### src/sv/cfd_pkg.sv
`default_nettype none

package cfd_pkg;

    localparam logic [7:0] FULL_CODE   = 8'hFF;
    localparam int         QUEUE_DEPTH = 4;
    localparam int         QPTR_W      = $clog2(QUEUE_DEPTH);
    localparam int         QCNT_W      = $clog2(QUEUE_DEPTH + 1);

    typedef enum logic [1:0] {
        ST_OK        = 2'd0,
        ST_ZERO_CODE = 2'd1,
        ST_TRUNCATED = 2'd2,
        ST_CAPACITY  = 2'd3
    } status_t;

    typedef struct packed {
        logic [7:0]  data_byte;
        logic        data_valid;
        logic        done;
        status_t     status;
        logic [15:0] length;
    } result_t;

endpackage

`default_nettype wire

### src/sv/cfd_front.sv
`default_nettype none

module cfd_front #(
    parameter int LEN_BITS = 16
) (
    input  wire logic             clk,
    input  wire logic             rst_n,
    input  wire logic             cfg_we,
    input  wire logic [15:0]      cfg_wdata,
    input  wire logic             in_take,
    input  wire logic [7:0]       in_byte,
    input  wire logic             in_last,
    output cfd_pkg::result_t      res,
    output logic                  res_push
);

    localparam int CMP_W = (LEN_BITS > 16) ? LEN_BITS : 16;

    logic [15:0]         cap_reg;
    logic [7:0]          bytes_left_reg,   bytes_left_next;
    logic                zero_pending_reg, zero_pending_next;
    logic [LEN_BITS-1:0] count_reg,        count_next;
    cfd_pkg::status_t    err_reg,          err_next;

    logic                full;
    logic                emit_ok;
    logic [7:0]          emit_byte;
    logic [CMP_W-1:0]    count_wide;
    logic [LEN_BITS-1:0] count_after;
    logic [CMP_W-1:0]    length_wide;

    assign count_wide  = CMP_W'(count_reg);
    assign full        = count_wide >= CMP_W'(cap_reg);
    assign length_wide = CMP_W'(count_after);

    always_comb
    begin
        bytes_left_next   = bytes_left_reg;
        zero_pending_next = zero_pending_reg;
        count_after       = count_reg;
        err_next          = err_reg;
        emit_ok           = 1'b0;
        emit_byte         = 8'd0;

        if (err_reg == cfd_pkg::ST_OK)
        begin
            if (bytes_left_reg == 8'd0)
            begin
                // A code byte first settles the zero owed by the previous block.
                zero_pending_next = 1'b0;
                if (zero_pending_reg)
                begin
                    if (full)
                    begin
                        err_next = cfd_pkg::ST_CAPACITY;
                    end
                    else
                    begin
                        emit_ok     = 1'b1;
                        count_after = count_reg + LEN_BITS'(1);
                    end
                end
                if (err_next == cfd_pkg::ST_OK)
                begin
                    if (in_byte == 8'd0)
                    begin
                        err_next = cfd_pkg::ST_ZERO_CODE;
                    end
                    else
                    begin
                        bytes_left_next   = in_byte - 8'd1;
                        zero_pending_next = (in_byte != cfd_pkg::FULL_CODE);
                    end
                end
            end
            else
            begin
                bytes_left_next = bytes_left_reg - 8'd1;
                if (full)
                begin
                    err_next = cfd_pkg::ST_CAPACITY;
                end
                else
                begin
                    emit_ok     = 1'b1;
                    emit_byte   = in_byte;
                    count_after = count_reg + LEN_BITS'(1);
                end
            end
            if (in_last && err_next == cfd_pkg::ST_OK && bytes_left_next != 8'd0)
            begin
                err_next = cfd_pkg::ST_TRUNCATED;
            end
        end

        res.data_byte  = emit_byte;
        res.data_valid = emit_ok;
        res.done       = in_last;
        res.status     = in_last ? err_next : cfd_pkg::ST_OK;
        res.length     = in_last ? length_wide[15:0] : 16'd0;
        res_push       = in_take && (emit_ok || in_last);

        count_next = count_after;
        if (in_last)
        begin
            bytes_left_next   = 8'd0;
            zero_pending_next = 1'b0;
            count_next        = '0;
            err_next          = cfd_pkg::ST_OK;
        end
    end

    always_ff @(posedge clk or negedge rst_n)
    begin
        if (!rst_n)
        begin
            cap_reg          <= 16'hFFFF;
            bytes_left_reg   <= 8'd0;
            zero_pending_reg <= 1'b0;
            count_reg        <= '0;
            err_reg          <= cfd_pkg::ST_OK;
        end
        else
        begin
            if (cfg_we)
            begin
                cap_reg <= cfg_wdata;
            end
            if (in_take)
            begin
                bytes_left_reg   <= bytes_left_next;
                zero_pending_reg <= zero_pending_next;
                count_reg        <= count_next;
                err_reg          <= err_next;
            end
        end
    end

    // A frame end always leaves the decoder waiting for a fresh code byte.
    a_frame_clears: assert property (@(posedge clk) disable iff (!rst_n)
        (in_take && in_last) |=> (count_reg == '0 && err_reg == cfd_pkg::ST_OK
                                  && bytes_left_reg == 8'd0 && !zero_pending_reg))
        else $error("decoder state not cleared after frame end");

    // The emitted count never passes the capacity that was in force.
    a_count_bound: assert property (@(posedge clk) disable iff (!rst_n)
        (in_take && res.data_valid && !cfg_we) |=>
            (CMP_W'(count_reg) <= CMP_W'(cap_reg) || $past(in_last)))
        else $error("byte emitted beyond capacity");

endmodule

`default_nettype wire

### src/sv/cfd_back.sv
`default_nettype none

module cfd_back (
    input  wire logic             clk,
    input  wire logic             rst_n,
    input  wire cfd_pkg::result_t res,
    input  wire logic             res_push,
    output logic                  has_room,
    output cfd_pkg::result_t      head,
    output logic                  head_valid,
    input  wire logic             head_pop
);

    cfd_pkg::result_t                 mem [cfd_pkg::QUEUE_DEPTH];
    logic [cfd_pkg::QPTR_W-1:0]       wr_ptr_reg, wr_ptr_next;
    logic [cfd_pkg::QPTR_W-1:0]       rd_ptr_reg, rd_ptr_next;
    logic [cfd_pkg::QCNT_W-1:0]       count_reg,  count_next;
    logic                             do_pop;

    assign has_room   = count_reg != cfd_pkg::QCNT_W'(cfd_pkg::QUEUE_DEPTH);
    assign head_valid = count_reg != '0;
    assign head       = mem[rd_ptr_reg];
    assign do_pop     = head_pop && head_valid;

    always_comb
    begin
        wr_ptr_next = res_push ? wr_ptr_reg + cfd_pkg::QPTR_W'(1) : wr_ptr_reg;
        rd_ptr_next = do_pop   ? rd_ptr_reg + cfd_pkg::QPTR_W'(1) : rd_ptr_reg;
        count_next  = count_reg;
        if (res_push && !do_pop)
        begin
            count_next = count_reg + cfd_pkg::QCNT_W'(1);
        end
        else if (do_pop && !res_push)
        begin
            count_next = count_reg - cfd_pkg::QCNT_W'(1);
        end
    end

    always_ff @(posedge clk)
    begin
        if (res_push)
        begin
            mem[wr_ptr_reg] <= res;
        end
    end

    always_ff @(posedge clk or negedge rst_n)
    begin
        if (!rst_n)
        begin
            wr_ptr_reg <= '0;
            rd_ptr_reg <= '0;
            count_reg  <= '0;
        end
        else
        begin
            wr_ptr_reg <= wr_ptr_next;
            rd_ptr_reg <= rd_ptr_next;
            count_reg  <= count_next;
        end
    end

    a_no_overflow: assert property (@(posedge clk) disable iff (!rst_n)
        res_push |-> has_room)
        else $error("result pushed into a full queue");

    a_count_range: assert property (@(posedge clk) disable iff (!rst_n)
        count_reg <= cfd_pkg::QCNT_W'(cfd_pkg::QUEUE_DEPTH))
        else $error("queue count out of range");

    // Pointer distance must agree with the occupancy count.
    a_ptr_match: assert property (@(posedge clk) disable iff (!rst_n)
        (count_reg != cfd_pkg::QCNT_W'(cfd_pkg::QUEUE_DEPTH)) |->
            (cfd_pkg::QPTR_W'(wr_ptr_reg - rd_ptr_reg) == cfd_pkg::QPTR_W'(count_reg)))
        else $error("queue pointers disagree with count");

endmodule

`default_nettype wire

### src/sv/cobs_frame_decoder_unit.sv
`default_nettype none

// Channel   Dir  Payload
// s_*       in   tdata[7:0] encoded byte, tlast final byte of the frame
// m_*       out  tdata decoded byte / status / length, tuser byte present, tlast frame done
// cfg_*     in   capacity write, 16-bit decoded length bound
//
// One encoded byte is accepted per cycle while the queue has room; the decoder state updates in that same cycle.
// A result is written into a four-entry queue and offered on the master side from its head.
// s_tready drops only when that queue is full, so a stalled consumer backs up after
// four pending results. Reset clears the frame state and sets the capacity to 65535.

module cobs_frame_decoder_unit #(
    parameter int LEN_BITS = 16
) (
    input  wire logic        clk,
    input  wire logic        rst_n,
    input  wire logic        cfg_we,
    input  wire logic [15:0] cfg_wdata,
    input  wire logic        s_tvalid,
    output logic             s_tready,
    input  wire logic [7:0]  s_tdata,   // [7:0] in_byte
    input  wire logic        s_tlast,
    output logic             m_tvalid,
    input  wire logic        m_tready,
    output logic [31:0]      m_tdata,   // [7:0] out_byte, [9:8] status, [25:10] decoded_length
    output logic [0:0]       m_tuser,   // [0] out_valid
    output logic             m_tlast    // frame_done
);

    cfd_pkg::result_t res;
    cfd_pkg::result_t head;
    logic             res_push;
    logic             has_room;
    logic             in_take;

    assign s_tready = has_room;
    assign in_take  = s_tvalid && has_room;

    cfd_front #(
        .LEN_BITS (LEN_BITS)
    ) u_front (
        .clk       (clk),
        .rst_n     (rst_n),
        .cfg_we    (cfg_we),
        .cfg_wdata (cfg_wdata),
        .in_take   (in_take),
        .in_byte   (s_tdata),
        .in_last   (s_tlast),
        .res       (res),
        .res_push  (res_push)
    );

    cfd_back u_back (
        .clk        (clk),
        .rst_n      (rst_n),
        .res        (res),
        .res_push   (res_push),
        .has_room   (has_room),
        .head       (head),
        .head_valid (m_tvalid),
        .head_pop   (m_tready)
    );

    assign m_tdata = {6'd0, head.length, head.status, head.data_byte};
    assign m_tuser = head.data_valid;
    assign m_tlast = head.done;

endmodule

`default_nettype wire

### config.mk
export PLATFORM = sky130hd
export DESIGN_NAME = cobs_frame_decoder_unit
export DESIGN_NICKNAME = d
export VERILOG_FILES = /design/src/sv/cfd_pkg.sv /design/src/sv/cfd_front.sv /design/src/sv/cfd_back.sv /design/src/sv/cobs_frame_decoder_unit.sv
export SDC_FILE = /design/constraint.sdc
export NUM_CORES = 1
export LEC_CHECK = 0
export BUFFER_PORTS_ARGS = -buffer_cell sky130_fd_sc_hd__buf_2
export CORE_ASPECT_RATIO = 0.75
export CORE_MARGIN = 8
export CORE_UTILIZATION = 35
export DETAILED_ROUTE_END_ITERATION = 6
export GPL_TIMING_DRIVEN = 0
export HOLD_SLACK_MARGIN = 0.02
export RECOVER_POWER = 50
export SLEW_MARGIN = 40
export SYNTH_ARGS = -nofsm -noshare
export SYNTH_HDL_FRONTEND = slang
export SYNTH_SLANG_ARGS = --single-unit
### constraint.sdc
create_clock -name clk -period 3.43 [get_ports clk]
set_clock_uncertainty 0.2 [all_clocks]
set_input_delay 0.686 -clock clk [delete_from_list [all_inputs] [get_ports clk]]
set_output_delay 0.686 -clock clk [all_outputs]
set_load 0.01 [all_outputs]
# Yosys cells after proc, flatten, opt, wreduce, memory -nomap -nowiden
# Memory sizes are Yosys's and may differ from the RTL's.
# Cells that the tools add are included.
# W data, S select, Z words.
# classes
n_addsub	7
n_lt_le_gt_ge	1
eq_ne	2
mux	40
n_reduce_logical	22
# ops
op	count
$mux W16	6
$mux W8	9
$mux W2	12
$add A16 B1 Y16 const B	1
$ge A16 B16 Y1	1
$logic_not A8 Y1	2
$sub A8 B1 Y8 const B	2
$mux W1	11
$ne A8 B8 Y1 const B	1
$reduce_bool A8 Y1	1
$logic_and A1 B1 Y1	7
$logic_not A2 Y1	3
$mux W3	2
$reduce_bool A2 Y1	3
$add A2 B1 Y2 const B	2
$add A3 B1 Y3 const B	1
$ne A3 B3 Y1 const B	1
$reduce_and A3 Y1	1
$reduce_bool A3 Y1	1
$sub A3 B1 Y3 const B	1
$logic_not A1 Y1	2
$reduce_and A2 Y1	1
$logic_or A1 B1 Y1	1
# word_totals
regBits	50
mem_bits_rw	112
output_inout_bits	36
word_cells	81
mem_count	1
# memory_table
memory	words	width	rd	rd_ports_with_merged_regs	wr	line_no	text
u_back.mem	4	28	1	0	1	cfd_back.sv:14	cfd_pkg::result_t mem [cfd_pkg::QUEUE_DEPTH];

# Longest topological paths before layout
# Gate-level depths: netlist (run 1).
# depth
word_depth	15
depth_mapped	15

# Hierarchy
# From an unflattened synthesis (run 1), not the netlist that was laid out.
# unflattened
cells_unflattened	584
area_unflattened_um2	7808.7
# by_module_without_submodules
module	n_inst	cells_each	area_per_inst_um2	seq_area_each_um2
cfd_back	1	181	4443.0	3538.4
cfd_front	1	395	3310.7	1096.1
cobs_frame_decoder_unit	1	8	55.1	0.0

# Worst setup path before layout (run 1)
# No wires, ideal clock.
# synth_path
kind	register to register
startpoint	reg u_front.cap_reg[13]
endpoint	mem u_back.mem[0][0] (netlist bit) (enable)
setup_ns	0.387
arrival_time_ns	3.164
required_time_ns	2.843
slack_ns	-0.322
stages_incl_launch_ff	11
path_buffers	0
cell_sequence	dfstp_2 > inv_1 > ha_1 > a211oi_2 > nor2_1 > nor4_4 > o21ai_0 > nor3_2 > nor2_2 > nor2_2 > and2_1
# synth_lines
item	line_no	text
from (decl)	cfd_front.sv:19	logic [15:0] cap_reg;
from (signal assigned)	cfd_front.sv:127	cap_reg <= cfg_wdata;
to (decl)	cfd_back.sv:14	

==> flow_metrics.tcl, run 1 <==
set metrics [dict create \
    critical_path_required_ns 3.28 \
    hold_path_depth 3 \
    fin_setup_tns_ns 0 \
    power_uw 7480 \
    grt_start_max_net_pins 51 \
    detailedRoute.firstIterationViolations 424 \
    timing.hold.worst.class "in2reg" \
    yosys_warnings 0 \
    async_flop_share_pct 30.9 \
    number_of_antenna_repair_diodes 0 \
    clkLatencyLatePin_ns 0.43 \
    synth_unique_cells 61 \
    tightestPinTransition_ns 1.31 \
    r2r_start "u_front.cap_reg[14]" \
    reg2reg_to "u_back.mem[1][25]" \
    timing.final.hold_violations 0 \
    start_to_end_type_of_the_worst_setup_path "reg2reg" \
    cellPowerDensity_nw_per_um2 798 \
    timing.fmax_mhz 296 \
    grt_overflow 0 \
    grt_antenna_before_repair 0 \
    clock_pin_transition_on_the_worst_setup_and_hold_timing_paths_ns 0.07 \
    syn-mean-instance-area_sq_um 13.3 \
    ctsRootBufferMaster "sky130_fd_sc_hd__clkbuf_16" \
    instance_count_of_the_mapped_netlist 586 \
    rsz_0062_raised_after_global_routing "true" \
    total_core_area_sq_um 21900 \
    critPathMaxStageDelay_ns 0.72 \
    netlist_area_sq_um 7760 \
    h_tree_depth 4 \
    worst_path_cell_with_the_longest_stage_delay "sky130_fd_sc_hd__and2_2" \
    synth_top_cell_by_area "sky130_fd_sc_hd__edfxtp_1" \
    setup.worst_path.end_class "flop" \
    synth.ff_latch_count 162 \
    detail_route.drc_violations 0 \
    synth_top_area_share_pct 43.3 \
    synth-edff-count 112 \
    startpoint_type "flop" \
    fin_crit_sh_pct 98.5 \
    layout_min_cycle_time_ns 3.38 \
    avgRoutedWirePerCell_um 17.7 \
    row_count 47 \
    finalSetupViolations 0 \
    largest_register_ffs 112 \
    crit_fanout 28 \
    gp_congestion 0.868 \
    arrival_time_at_the_worst_endpoint_ns 3.23 \
    synth-seq-area-share_pct 59.7 \
    vias 4952 \
    tritoncts "built" \
    first_pass_detailed_route_iteration_total 5 \
    post_route_design_area_sq_um 9370 \
    irDropWorstVdd_v 0.000418 \
    io_buffer_count 59 \
    fin_worst_hold_slack_ns 0.274 \
    die_height_um 145 \
    worst_hold_path.endpoint "u_front.cap_reg[4]" \
    outcome "complete, no violations" \
    rr_worst_depth 11 \
    synth_top_cells_by_area "sky130_fd_sc_hd__edfxtp_1 (43%), sky130_fd_sc_hd__dfrtp_1 (11%), sky130_fd_sc_hd__mux4_2 (8.1%)" \
    yosys_most_used_dff "sky130_fd_sc_hd__edfxtp_1" \
    io_pins 66 \
    grtUsageTotal_pct 13.0 \
    maximum_capacitance_violations 0 \
    worst_slew_margin_rel_pct 12.5 \
    worst_hold_startpoint "cfg_wdata[4]" \
    clock-sinks 162 \
    p_leak_uw 0.00359 \
    area.growth.synth_to_final_pct 20.7 \
    post-dp-hpwl_um 12400 \
    initial_standard_cell_utilization_of_the_core_pct 35.4 \
    numCtsBuffers 17 \
    worstPathCellList "inv_1 -> ha_1 -> nand4_1 -> nor2_1 -> nor4_4 -> buf_4 -> o21ai_4 -> nor3_4 -> nor2_2 -> nor2_4 -> and2_2" \
    routed_via_density 5.03 \
    die_width_um 188 \
    nNetsFinal 736 \
    hold_buffers 0 \
    clock_path_buffers 2 \
    vias_in_the_first_global_route 5092 \
    grt_pass1_wl_um 28100 \
    die_area_sq_um 27300 \
    regToRegSetupSlack_ns 0.05 \
    postRouteAntennaNets 0 \
    route.final.wire_length_um 17500 \
    fraction_of_final_layout_cells_with_drive_strength_greater_than_1_pct 29.5 \
    slew_viol_final 0 \
    detailed_place.area_sq_um 8480 \
]
-- critical path: cells and delay by family (launching register included) --
kind,cells,cell delay [ns]
AO/OA/AOI/OAI,1,0.08
adder cells (fa/ha/maj),1,0.30
buffers and inverters,2,0.22
flip-flops,1,0.52
AND/OR/NAND/NOR,7,1.68
-- area by class of cell --
| cell class | instances | area [sq um] |
|---|---|---|
| fillers | 2027 | 12600 |
| plain buffers | 36 | 175 |
| clock buffers | 18 | 429 |
| inverters | 25 | 93.8 |
| repair buffers | 68 | 377 |
| well taps | 294 | 368 |
| flip-flops and latches | 162 | 4640 |
| clock inverters | 14 | 185 |
| multi-input cells | 368 | 3110 |
-- placed cells by master (no fill, tap or decap), drive strengths merged, types with 19 or more instances in the layout --
cell    count
mux4       28
buf        78
edfxtp    112
a21oi      19
o21ai      45
dfrtp      34
ha         27
inv        34
nor2       33
clkbuf     44
nand2      48
-- synth_stat cells, drive strengths merged, types with 14 or more instances --
library cell	count
nor2	33
nand2	48
nor3	18
buf	14
dfrtp	34
mux4	28
o21ai	45
dfstp	16
a21oi	19
inv	25
and2	18
clkbuf	22
edfxtp	112
ha	27
-- per-stage QoR --
step	util (%)	cells	setup WS [ns]
6_report	42.7	985	0.0508
5_1_grt	42.7	985	-0.177
4_1_cts	41.9	981	-0.0408
3_5_place_dp	38.6	944	-0.601
3_3_place_gp	38.6	944	-0.424
2_1_floorplan	-	591	0.0451
-- how the worst max path moves through the flow --
stage | cells past startpoint | start | endpoint
finish | 11 | u_front.cap_reg[14] | u_back.mem[1][25]
global route | 16 | u_front.cap_reg[13] | u_back.count_reg[2]
CTS | 16 | u_front.cap_reg[14] | u_back.count_reg[2]
detailed placement | 15 | u_front.cap_reg[13] | u_back.count_reg[2]
global placement | 15 | u_front.cap_reg[13] | u_back.count_reg[2]
floorplan | 15 | u_front.cap_reg[13] | u_back.count_reg[2]
-- where the power goes --
| part | internal [uW] | switching [uW] | total [uW] |
|---|---|---|---|
| sequential | 2670 | 194 | 2860 |
| combinational | 1090 | 1560 | 2650 |
| clock | 1110 | 856 | 1970 |
-- routing by layer --
layer  routed length (um)  track usage (%)  part of all wire, %  up-vias
met5                    0                0                    0        -
met4                  131             2.67                 0.75        0
met3                  845             3.86                  4.8       14
met2                 8120             20.2                   47      117
met1                 8360             17.8                   48     2463
li1                     -                -                    -     2358
-- timing repair --
| item | CTS | global route |
|---|---|---|
| resized for setup | 14 | 35 |
| pin swaps | 7 | 22 |
| endpoints found under the setup margin | 122 | 168 |
| gates cloned | 0 | 0 |
| setup buffers | 5 | 4 |
-- kinds of logic after synthesis --
kind of cell	Yosys count	synth area share, %
adders and majority gates	28	4.61
AOI/OAI and AO/OA	92	7.33
other	1	0.0483
xor gates and xnor gates	26	2.93
buffers and inverters	61	3.32
DFF	162	59.7
muxes	43	10.1
and+or+nand+nor	173	12.0
No activity file was read; power rests on OpenSTA's default activity.
==> run 2, diff against run 1 <==
--- a/config.mk
+++ b/config.mk
@@ -5,13 +5,14 @@
 export SDC_FILE = /design/constraint.sdc
 export NUM_CORES = 1
 export LEC_CHECK = 0
-export BUFFER_PORTS_ARGS = -buffer_cell sky130_fd_sc_hd__buf_2
 export CORE_ASPECT_RATIO = 0.75
 export CORE_MARGIN = 8
-export CORE_UTILIZATION = 35
+export CORE_UTILIZATION = 55
 export DETAILED_ROUTE_END_ITERATION = 6
+export DONT_BUFFER_PORTS = 1
 export GPL_TIMING_DRIVEN = 0
 export HOLD_SLACK_MARGIN = 0.02
+export PLACE_DENSITY = 0.73
 export RECOVER_POWER = 50
 export SLEW_MARGIN = 40
 export SYNTH_ARGS = -nofsm -noshare
==> flow_metrics.tcl, run 2 (synthesized netlist as in run 1, its figures left out) <==
set metrics [dict create \
    outcome "complete, no violations" \
    grt_overflow 0 \
    vias 4950 \
    rr_worst_depth 15 \
    clkLatencyLatePin_ns 0.43 \
    power_uw 7490 \
    first_pass_detailed_route_iteration_total 5 \
    clock-sinks 162 \
    die_width_um 153 \
    r2r_start "u_front.cap_reg[12]" \
    fraction_of_final_layout_cells_with_drive_strength_greater_than_1_pct 23.5 \
    finalSetupViolations 0 \
    start_to_end_type_of_the_worst_setup_path "reg2reg" \
    total_core_area_sq_um 13700 \
    detailedRoute.firstIterationViolations 577 \
    cp_num_cells 15 \
    largest_register_ffs 112 \
    post-route-worst-setup-slack_ns 0.0521 \
    ctsRootBufferMaster "sky130_fd_sc_hd__clkbuf_16" \
    cell_type_group_with_the_largest_total_delay_on_the_critical_path "compound AO/OA/AOI/OAI gates" \
    initial_standard_cell_utilization_of_the_core_pct 56.5 \
    slew_viol_final 0 \
    nNetsFinal 679 \
    die_area_sq_um 18200 \
    timing.hold.worst.class "in2reg" \
    critPathMaxStageDelay_ns 0.53 \
    reg2reg_to "u_back.mem[3][17]" \
    avgRoutedWirePerCell_um 21.7 \
    worst_path_cell_with_the_longest_stage_delay "sky130_fd_sc_hd__dfstp_2" \
    crit_path_start "u_front.cap_reg[12]" \
    io_buffer_count 0 \
    p_leak_uw 0.00334 \
    worstPathCellList "inv_1 -> ha_1 -> a211oi_2 -> nor2_2 -> nor4_4 -> buf_4 -> o21ai_4 -> buf_6 -> buf_4 -> a21o_1 -> buf_6 -> buf_12 -> a221oi_4 -> nor3_2 -> a41oi_2" \
    worst_slew_margin_rel_pct 15.2 \
    postRouteAntennaNets 0 \
    grt_antenna_before_repair 0 \
    cellPowerDensity_nw_per_um2 833 \
    grt_start_max_net_pins 51 \
    final_util_pct 65.3 \
    gp_congestion 0.876 \
    die_height_um 119 \
    route.final.wire_length_um 17500 \
    layout_min_cycle_time_ns 3.38 \
    area.growth.synth_to_final_pct 15.7 \
    mostFrequentLayoutCell "sky130_fd_sc_hd__edfxtp_1" \
    irDropWorstVdd_v 0.000464 \
    footprint_of_the_multi_input_gates_sq_um 3140 \
    clock_pin_transition_on_the_worst_setup_and_hold_timing_paths_ns 0.07 \
    vias_in_the_first_global_route 4930 \
    critical_path_required_ns 3.46 \
    timing.final.hold_violations 0 \
    fin_crit_sh_pct 98.5 \
    io_pins 66 \
    crit_buf_inv 6 \
    number_of_antenna_repair_diodes 0 \
    tritoncts "built" \
    timing_endpoint_of_the_critical_path "u_back.mem[3][17]" \
    routed_via_density 6.12 \
    post_layout_nonfiller_instances 809 \
    post-dp-hpwl_um 11700 \
    rsz_0062_raised_after_global_routing "true" \
    clock_path_buffers 2 \
    grtUsageTotal_pct 19.4 \
    h_tree_depth 4 \
    fin_worst_hold_slack_ns 0.148 \
    maximum_capacitance_violations 0 \
    tightestPinTransition_ns 1.27 \
    regArea_sq_um 4630 \
    timing.fmax_mhz 296 \
    detail_route.drc_violations 0 \
    setup.worst_path.end_class "flop" \
    crit_fanout 5 \
    fillerInstances 969 \
    dp_slack_ns -0.415 \
    numCtsBuffers 17 \
    startpoint_type "flop" \
    regToRegSetupSlack_ns 0.05 \
    hold_path_depth 0 \
    grt_pass1_wl_um 27200 \
    arrival_time_at_the_worst_endpoint_ns 3.41 \
    row_count 37 \
    final_cell_mix "sky130_fd_sc_hd__edfxtp_1 (112), sky130_fd_sc_hd__nand2_1 (48), sky130_fd_sc_hd__o21ai_0 (36)" \
    dpl.cell_count 766 \
]
## run 2: cell types whose count changed in the layout (fill, tap and decap cells not counted), moves of 3 or more
cell,change
sky130_fd_sc_hd__buf_2,-55
sky130_fd_sc_hd__clkbuf_1,-4
sky130_fd_sc_hd__nor4_4,-3
sky130_fd_sc_hd__nor4_2,+3
sky130_fd_sc_hd__o21ai_0,-3
sky130_fd_sc_hd__clkinv_4,+3
## run 2: what timing repair did
item	CTS	global route
pin swaps	8	10
setup buffers	7	3
endpoints found under the hold margin	50	0
gates resized for setup	30	20
setup endpoints to repair	134	132
hold buffers	2	0
## run 2: routing by layer
metal  track usage, %  share of wire, %  vias to the layer above
li1                 -                 -                     2245
met1             25.9                43                     2467
met2             30.9                48                      218
met3             4.95               7.5                       20
met4             5.73               1.2                        0
met5                0                 0                        -
## run 2: area by class of cell
| class | count | share of cell area, % |
|---|---|---|
| well taps | 175 | 2.44 |
| repair buffers | 12 | 1.18 |
| clock buffers | 17 | 4.73 |
| multi-input cells | 368 | 35.0 |
| flip-flops and latches | 162 | 51.6 |
| clock inverters | 15 | 2.16 |
| inverters | 25 | 1.04 |
| plain buffers | 35 | 1.88 |
## run 2: power breakdown
group | switching, uW | total [uW] | internal (uW)
sequential | 218 | 2890 | 2670
combinational | 1580 | 2620 | 1040
clock | 811 | 1980 | 1160
total | 2610 | 7490 | 4870
## run 2: stage by stage
step / TNS (ns) / cell area [sq um]
after global placement: -37.43 / 8020
after floorplan: 0 / 7800
final: 0 / 8980
after detailed placement: -45.41 / 8030
after global routing: -0.839 / 8980
after CTS: -0.0236 / 8890
## run 2: how the worst min path moves through the flow
stage                     slack (ns)     from                   end
final                           0.15  s_tlast     u_back.mem[1][18]
after global routing            0.13  s_tlast     u_back.mem[1][18]
after CTS                       0.13  s_tlast     u_back.mem[1][18]
after detailed placement        0.19    rst_n  u_back.wr_ptr_reg[1]
after global placement          0.19    rst_n  u_back.wr_ptr_reg[0]
after floorplan                 0.19    rst_n   u_back.count_reg[0]
==> run 3, diff against run 2 <==
--- a/config.mk
+++ b/config.mk
@@ -12,7 +12,7 @@
 export DONT_BUFFER_PORTS = 1
 export GPL_TIMING_DRIVEN = 0
 export HOLD_SLACK_MARGIN = 0.02
-export PLACE_DENSITY = 0.73
+export PLACE_DENSITY = 0.7
 export RECOVER_POWER = 50
 export SLEW_MARGIN = 40
 export SYNTH_ARGS = -nofsm -noshare
==> constraint.sdc (replaced) <==
create_clock -name clk -period 3.6 [get_ports clk]
set_clock_uncertainty 0.2 [all_clocks]
set_input_delay 0.72 -clock clk [delete_from_list [all_inputs] [get_ports clk]]
set_output_delay 0.72 -clock clk [all_outputs]
set_load 0.01 [all_outputs]
==> flow_metrics.tcl, run 3 (synthesized netlist as in run 1, its figures left out) <==
set metrics [dict create \
    outcome "complete, but fails checks" \
    violations "capacitance limit, slew limit" \
    mostFrequentLayoutCell "sky130_fd_sc_hd__edfxtp_1" \
    crit_buf_inv 1 \
    post-route-worst-setup-slack_ns 0.0859 \
    routed_via_density 5.97 \
    dp_slack_ns -0.512 \
    die_height_um 119 \
    internal-power_uw 4440 \
    area.growth.synth_to_final_pct 12.1 \
    detailedRoute.firstIterationViolations 474 \
    tightestPinTransition_ns 2.23 \
    die_area_sq_um 18200 \
    start_to_end_type_of_the_worst_setup_path "reg2reg" \
    clkPwrFrac_pct 26.4 \
    irDropWorstVdd_v 0.000529 \
    clkLatencyLatePin_ns 0.43 \
    maximum_capacitance_violations 1 \
    die_width_um 153 \
    startpoint_type "flop" \
    gp_congestion 0.928 \
    layout_min_cycle_time_ns 3.51 \
    grt_start_max_net_pins 51 \
    avgRoutedWirePerCell_um 20.2 \
    postRouteAntennaNets 0 \
    arrival_time_at_the_worst_endpoint_ns 3.42 \
    worst_path_most_repeated_cell "sky130_fd_sc_hd__a2111oi_2" \
    crit_fanout 5 \
    grt_antenna_before_repair 0 \
    p_leak_uw 0.00328 \
    critPathMaxStageDelay_ns 0.51 \
    fin_setup_tns_ns 0 \
    power_uw 6770 \
    regToRegSetupSlack_ns 0.09 \
    row_count 37 \
    timing_endpoint_of_the_critical_path "u_back.mem[1][17]" \
    worst_path_cell_with_the_longest_stage_delay "sky130_fd_sc_hd__dfstp_2" \
    clock_pin_transition_on_the_worst_setup_and_hold_timing_paths_ns 0.06 \
    worstPathCellList "inv_1 -> ha_1 -> a211oi_2 -> nor2_1 -> nor4_4 -> o21ai_4 -> a2111oi_2 -> a311oi_1 -> a2111oi_2 -> a41oi_2" \
    timing.fmax_mhz 285 \
    initial_standard_cell_utilization_of_the_core_pct 56.5 \
    tritoncts "built" \
    grt_overflow 0 \
    io_pins 66 \
    clock-sinks 162 \
    cellPowerDensity_nw_per_um2 777 \
    final_cell_mix "sky130_fd_sc_hd__edfxtp_1 (112), sky130_fd_sc_hd__nand2_1 (48), sky130_fd_sc_hd__o21ai_0 (41)" \
    worst_slew_margin_rel_pct -49.0 \
    cp_num_cells 10 \
    r2r_start "u_front.cap_reg[13]" \
    net-switching-power_uw 2330 \
    clock_path_buffers 2 \
    grtUsageTotal_pct 18.2 \
    post-dp-hpwl_um 11000 \
    setup.worst_path.end_class "flop" \
    largest_register_ffs 112 \
    p_seq_share_pct 40.4 \
    cell_type_group_with_the_largest_total_delay_on_the_critical_path "compound AO/OA/AOI/OAI gates" \
    nNetsFinal 674 \
    rr_worst_depth 10 \
    ctsRootBufferMaster "sky130_fd_sc_hd__clkbuf_16" \
    rsz_0062_raised_after_global_routing "true" \
    first_pass_detailed_route_iteration_total 5 \
    fillerInstances 1000 \
    timing.hold.worst.class "in2reg" \
    numCtsBuffers 17 \
    fin_crit_sh_pct 97.6 \
    finalSetupViolations 0 \
    critical_path_required_ns 3.50 \
    h_tree_depth 4 \
    crit_path_start "u_front.cap_reg[13]" \
    slew_viol_final 51 \
    io_buffer_count 0 \
    combinationalPowerShare_pct 33.2 \
    total_core_area_sq_um 13700 \
    vias_in_the_first_global_route 4708 \
    fraction_of_final_layout_cells_with_drive_strength_greater_than_1_pct 18.6 \
    number_of_antenna_repair_diodes 0 \
    grt_pass1_wl_um 25800 \
    timing.final.hold_violations 0 \
    p_sw_share_pct 34.4 \
    route.final.wire_length_um 16200 \
    detail_route.drc_violations 0 \
    hold_path_depth 0 \
    vias 4798 \
    reg2reg_to "u_back.mem[1][17]" \
]
-- run 3: cell count changes in the layout (fill, tap and decap cells not counted), moves of 3 or more --
| cell | before | now |
|---|---|---|
| sky130_fd_sc_hd__ha_4 | 3 | 0 |
| sky130_fd_sc_hd__nor2_1 | 28 | 31 |
| sky130_fd_sc_hd__clkinv_2 | 0 | 3 |
| sky130_fd_sc_hd__o21ai_0 | 36 | 41 |
| sky130_fd_sc_hd__buf_4 | 14 | 11 |
| sky130_fd_sc_hd__nor3_2 | 5 | 2 |
| sky130_fd_sc_hd__nor3_1 | 12 | 15 |
| sky130_fd_sc_hd__clkinv_4 | 3 | 0 |
| sky130_fd_sc_hd__nor2_2 | 4 | 1 |
-- run 3: cell type report --
type	instances	area, sq um	share of cell area, %
Inverter	25	93.8	1.08
Clock inverter	15	153	1.75
Sequential cell	162	4630	53.2
Timing Repair Buffer	6	52.6	0.603
Multi-Input combinational cell	368	2960	34.0
Tap cell	175	219	2.51
Clock buffer	17	425	4.89
Buffer	36	168	1.93
-- run 3: worst reg2reg max path, delay by kind of cell (launching register included) --
family	cells	cell delay [ns]
AOI/OAI and AO/OA	6	1.64
adders and majority gates	1	0.30
buffers and inverters	1	0.05
and+or+nand+nor	2	0.49
DFF	1	0.51
-- run 3: per-stage QoR --
step | std cells | area, sq um | utilization, % | hold slack [ns]
after global placement | 766 | 8010 | 58.3 | 0.227
after global routing | 804 | 8710 | 63.3 | 0.169
after floorplan | 591 | 7790 | - | 0.224
after CTS | 801 | 8660 | 63.0 | 0.175
final | 804 | 8710 | 63.3 | 0.190
after detailed placement | 766 | 8020 | 58.3 | 0.227
-- run 3: timing repair --
| item | CTS | global route |
|---|---|---|
| setup buffers | 1 | 3 |
| hold buffers | 2 | 0 |
| setup endpoints to repair | 118 | 122 |
| pin swaps | 2 | 5 |
| gates resized for setup | 7 | 9 |
| hold endpoints to repair | 50 | 0 |
-- run 3: layer usage --
| metal | up-vias | GRT usage (%) | routed length [um] |
|---|---|---|---|
| met2 | 178 | 26.8 | 7100 |
| met1 | 2379 | 26.3 | 7810 |
| met5 | - | 0 | 0 |
| met3 | 19 | 4.73 | 1150 |
| met4 | 0 | 4.75 | 154 |
| li1 | 2222 | - | - |
-- run 3: worst min path at each step --
stage	slack, ns	end	start
global placement	0.23	u_front.count_reg[11]	rst_n
finish	0.19	u_back.mem[3][18]	s_tlast
global route	0.17	u_back.mem[1][18]	s_tlast
floorplan	0.22	u_back.count_reg[0]	rst_n
detailed placement	0.23	u_front.bytes_left_reg[5]	rst_n
CTS	0.17	u_back.mem[3][18]	s_tlast
-- run 3: power by group through the flow --
stage               clock network (uW)  logic [uW]  registers [uW]
floorplan                            0        1660            2700
global placement                     0        2110            2740
detailed placement                   0        2150            2770
CTS                               1810        2230            2740
global route                      1880        2480            2770
finish                            1790        2250            2730
